File: src/fvm_pkg.sv
// Shared constants and types of the face viscosity mean unit.
// Used by every module of the block; depends on nothing.
package fvm_pkg;

  localparam int VALUE_WIDTH = 32;
  localparam int FRAC_BITS   = 16;
  localparam int PORO_W      = FRAC_BITS + 1;
  localparam int NUM_W       = 2 * VALUE_WIDTH + FRAC_BITS;
  localparam int DEN_W       = VALUE_WIDTH + FRAC_BITS + 2;
  localparam int DIV_STAGES  = VALUE_WIDTH;

  localparam logic [PORO_W-1:0] Q_ONE = PORO_W'(1) << FRAC_BITS;

  localparam logic [1:0] REG_MEAN_KIND   = 2'd0;
  localparam logic [1:0] REG_POROSITY_ON = 2'd1;

  typedef struct packed {
    logic mean_kind;
    logic porosity_on;
  } cfg_t;

  // Per-request data that rides along with a division
  typedef struct packed {
    logic                   bnd;
    logic                   sat;
    logic [VALUE_WIDTH-1:0] area;
    logic [VALUE_WIDTH-1:0] cdist;
  } div_side_t;

endpackage

File: src/fvm_mid.sv
// Middle stages: mean times area, overflow test, second divider operands.
// Sits between the two dividers; uses fvm_pkg.
module fvm_mid (
  input  logic                            clk_i,
  input  logic                            rst_ni,
  input  logic                            valid_i,
  output logic                            ready_o,
  input  logic [fvm_pkg::VALUE_WIDTH-1:0] mean_i,
  input  fvm_pkg::div_side_t              side_i,
  output logic                            valid_o,
  input  logic                            ready_i,
  output logic [fvm_pkg::NUM_W-1:0]       num_o,
  output logic [fvm_pkg::DEN_W-1:0]       den_o,
  output fvm_pkg::div_side_t              side_o
);

  localparam int VW = fvm_pkg::VALUE_WIDTH;

  logic            vd_q, ve_q, en_d, en_e;
  logic [2*VW-1:0] prod_d_q, prod_e_q;
  logic [VW-1:0]   dist_d_q, dist_e_q;
  logic            bnd_d_q, sat_e_q;

  assign en_e    = !ve_q || ready_i;
  assign en_d    = !vd_q || en_e;
  assign ready_o = en_d;

  always_ff @(posedge clk_i or negedge rst_ni) begin
    if (!rst_ni) begin
      vd_q <= 1'b0;
      ve_q <= 1'b0;
    end else begin
      if (en_d) vd_q <= valid_i;
      if (en_e) ve_q <= vd_q;
    end
  end

  // Multiply by area; boundary faces divide by one in Q16.16
  always_ff @(posedge clk_i) begin
    if (en_d) begin
      prod_d_q <= (2*VW)'(mean_i) * (2*VW)'(side_i.area);
      dist_d_q <= side_i.bnd ? VW'(fvm_pkg::Q_ONE) : side_i.cdist;
      bnd_d_q  <= side_i.bnd;
    end
    if (en_e) begin
      prod_e_q <= prod_d_q;
      dist_e_q <= dist_d_q;
      sat_e_q  <= !bnd_d_q && (prod_d_q[2*VW-1:VW] >= dist_d_q);
    end
  end

  assign valid_o      = ve_q;
  assign num_o        = fvm_pkg::NUM_W'(prod_e_q);
  assign den_o        = fvm_pkg::DEN_W'(dist_e_q);
  assign side_o.bnd   = 1'b0;
  assign side_o.sat   = sat_e_q;
  assign side_o.area  = '0;
  assign side_o.cdist = dist_e_q;

endmodule

File: config.mk
export PLATFORM = sky130hd
export DESIGN_NAME = fvm_mid
export DESIGN_NICKNAME = d
export VERILOG_FILES = /design/src/fvm_pkg.sv /design/src/fvm_mid.sv
export SDC_FILE = /design/constraint.sdc
export NUM_CORES = 2
export LEC_CHECK = 0
export ABC_CLOCK_PERIOD_IN_PS = 4300
export BUFFER_PORTS_ARGS = -buffer_cell sky130_fd_sc_hd__buf_2
export CAP_MARGIN = 0
export CORE_MARGIN = 2
export CORE_UTILIZATION = 62
export CTS_BUF_LIST = sky130_fd_sc_hd__clkbuf_4 sky130_fd_sc_hd__clkbuf_8 sky130_fd_sc_hd__clkbuf_16
export CTS_CLUSTER_SIZE = 16
export DETAILED_ROUTE_END_ITERATION = 12
export PLACE_DENSITY = 0.8
export SLEW_MARGIN = 0
export SYNTH_ARGS = -nofsm -noshare
export SYNTH_HDL_FRONTEND = slang
export SYNTH_SLANG_ARGS = --single-unit
File: constraint.sdc
create_clock -name clk_i -period 4.3 [get_ports clk_i]
set_input_delay 0.86 -clock clk_i [delete_from_list [all_inputs] [get_ports clk_i]]
set_output_delay 0.86 -clock clk_i [all_outputs]
set_load 0.02 [all_outputs]
==> results.toml <==
[logic_synthesis]
yosysTopAreaCellShare_pct = 43.8
ys_top_cells_by_area = "fa_1 44%, edfxtp_1 14%, ha_1 9.0%"
synth_cells = 4155
avgSynthCellArea_sq_um = 9.86
synth_area_leader_cell = "fa_1"
syn_area_sq_mm = 0.0410
yosys_warnings = 0
ys_ff_latch = 196
yosysSeqAreaShare_pct = 14.3
synth.distinct_cells = 66
synth_edf_count = 194
synthArstFlopShare_pct = 1.02
synth_top_flop_cell = "edfxtp_1"

[die]
num_rows = 94
die_y_um = 261
pin_count = 300
core_sq_mm = 0.0656
dieArea_sq_mm = 0.0681
start_util_pct = 62.4
fp.dieW_um = 261

[final_layout]
fill_cells = 4060
drive_above_1_share_pct = 24.4
utilization_pct = 75.2
nets = 5941
syn_to_final_growth_pct = 20.4
multi_input_area_sq_mm = 0.0322
seqCellArea_sq_mm = 0.00588

[route]
drtPass1Iterations = 9
routed_via_density = 5.70
drt_iter0_drc = 3039
drc = 0
dr_total_vias = 31493
wl_per_cell_um = 21.8
finalWirelength_mm = 121
drtAntennaViolNets = 0

[timing]
fmax_mhz = 135
layout_min_cycle_time_ns = 7.42
max_slew_margin_pct = 48.0
finalHoldViolCount = 0
fin_skew_ns = 0.0197
setup_viol = 57
period_share_pct = 173
hold_slack_ns = 0.151
layout_setup_ws_ns = -3.12
rsz0062_at_grt = "yes"
drv_slew = 0
tightest_slew_ns = 0.778

[clock_tree]
cts_tree = "built"
htreeDepth = 4
clk_path_buf_depth = 2
cts_buffers = 17
clockRootBuffer = "clkbuf_16"
ctsHoldBuffers = 0
cts_sinks = 196
clkLatencyLatePin_ns = 0.47
clk_pin_slew_ns = 0.10

[place]
dp_hpwl_mm = 92.4
gp_congestion = 0.942
dp_slack_ns = -3.73
io_buffer_count = 231

[critical_path]
slowest_delay_ns = 0.62
path_max_fanout = 7
worstPathRequired_ns = 4.51
cp_common_cell = "fa_1"
reg2reg_from = "prod_d_q[32]$_DFFE_PP_"
r2r-end = "sat_e_q$_DFFE_PP_"
arrival_ns = 7.63
crit_path_end_kind = "flip-flop"
worstSetupStartpointType = "primary input"
crit_path_top_delay_cell = "fa_2"
rrSetupSlack_ns = 1.67
criticalPathCategory = "in2reg"
reg2regPathDepth = 11

[global_route]
grt_usage_pct = 35.5
first_global_vias = 34055
grt_overflow = 0
grt_max_degree = 99
antenna_found_initial = 8
grt_pass1_wl_mm = 185

[run_status]
status = "finished, violations left"
violations = "negative setup slack"

[run]
drv_cap = 0

[min_path]
holdCritPathClass = "in2async"
-- synthesized netlist by cell type, drive strengths merged (2+ instances only) --
| cell | instances |
|---|---|
| fa | 896 |
| nand2 | 524 |
| o22ai | 3 |
| o21bai | 13 |
| a21oi | 85 |
| o211ai | 9 |
| nor2 | 40 |
| buf | 112 |
| a211oi | 10 |
| clkbuf | 210 |
| inv | 909 |
| or3 | 8 |
| a21o | 40 |
| and3 | 4 |
| nand4 | 19 |
| o41ai | 3 |
| dfrtp | 2 |
| o31a | 2 |
| nor3 | 10 |
| and4 | 2 |
| a31oi | 3 |
| edfxtp | 194 |
| o21a | 10 |
| nor2b | 34 |
| a221oi | 4 |
| nand3b | 2 |
| and2 | 565 |
| xor2 | 21 |
| nand2b | 6 |
| a21boi | 2 |
| xnor2 | 42 |
| o31ai | 3 |
| o21ai | 43 |
| nand3 | 12 |
| ha | 295 |
-- worst max-delay path: cells and delay by family --
| kind | cells | cell delay (ns) |
|---|---|---|
| XOR/XNOR | 1 | 0.11 |
| adder cells (fa/ha/maj) | 9 | 4.51 |
| AO/OA/AOI/OAI | 5 | 1.16 |
| AND/OR/NAND/NOR | 2 | 0.30 |
| buffers and inverters | 8 | 0.67 |
-- cell families (layout without fill, tap and decap cells) --
| kind of cell | after synthesis | count (layout) | share of synthesized area (%) |
|---|---|---|---|
| and+or+nand+nor | 1231 | 1231 | 15.3 |
| buffers and inverters | 1231 | 1671 | 12.2 |
| adders and majority gates | 1191 | 1191 | 52.8 |
| AOI/OAI and AO/OA | 241 | 241 | 3.90 |
| DFF | 196 | 196 | 14.3 |
| xor gates and xnor gates | 63 | 63 | 1.35 |
| other | 1 | 69 | 0.00915 |
| muxes | 1 | 1 | 0.0244 |
-- final cells by class --
type                       count  share of cell area [%]
multi-input combinational   2794                    65.4
sequential                   196                    11.9
clock inverter                15                   0.444
tap                          864                    2.19
clock buffer                  17                   0.862
antenna                        2                  0.0101
inverter                     909                    6.92
timing repair buffer         730                    12.3
-- cell usage in the layout, fill, tap and decap left out, types with 7 or more instances in the layout --
master	instances
a21o_1	40
a21oi_1	48
a21oi_2	23
a21oi_4	14
and2_1	504
and2_4	61
buf_12	27
buf_2	186
buf_4	367
buf_6	120
buf_8	27
clkbuf_16	19
conb_1	67
edfxtp_1	194
fa_1	838
fa_2	58
ha_1	248
ha_4	46
inv_1	860
inv_2	48
nand2_1	505
nand2_2	12
nand2_4	7
nand3_1	8
nand4_1	19
nor2_1	30
nor2_2	7
nor2b_1	33
o211ai_1	8
o21a_1	10
o21ai_0	21
o21ai_1	8
o21ai_2	11
o21bai_1	9
xnor2_1	26
xnor2_2	12
xor2_1	14
-- state kept, by name, summed over array words and instances, names as in the netlist --
signal / count
prod_d_q: 64
prod_e_q: 64
dist_d_q: 32
dist_e_q: 32
bnd_d_q: 1
sat_e_q: 1
valid_o: 1
vd_q: 1
-- stage by stage --
stage | cells | area, sq um | TNS, ns
after floorplan | 4221 | 41800 | -147.42
after global placement | 5416 | 45600 | -174.71
after detailed placement | 5416 | 45600 | -180.39
after CTS | 5495 | 48500 | -140.56
after global routing | 5526 | 49300 | -156.73
final | 5527 | 49300 | -150.37
-- worst max-delay path by stage --
| stage | start | to | cells after the start |
|---|---|---|---|
| 6_report | side_i[53] | prod_d_q[63]$_DFFE_PP_ | 25 |
| 5_1_grt | side_i[53] | prod_d_q[58]$_DFFE_PP_ | 27 |
| 4_1_cts | mean_i[7] | prod_d_q[58]$_DFFE_PP_ | 24 |
| 3_5_place_dp | side_i[42] | prod_d_q[58]$_DFFE_PP_ | 25 |
| 3_3_place_gp | side_i[42] | prod_d_q[58]$_DFFE_PP_ | 25 |
| 2_1_floorplan | side_i[49] | prod_d_q[46]$_DFFE_PP_ | 27 |
-- metal layers --
metal,track usage (%),share of wire [%]
met1,44.5,36
met2,57.8,48
met3,9.91,10
met4,16.2,5.5
met5,0,0.080
-- timing repair --
| item | in CTS | in global routing |
|---|---|---|
| pin swaps | 165 | 134 |
| endpoints found under the hold margin | 0 | 0 |
| buffers inserted | 60 | 30 |
| cloned | 1 | 2 |
| gates resized for setup | 431 | 160 |
| endpoints found under the setup margin | 58 | 57 |
Power is left out: the tool's default activity adds up to more than one toggle a clock period on the data nets, which glitch-free logic cannot reach.
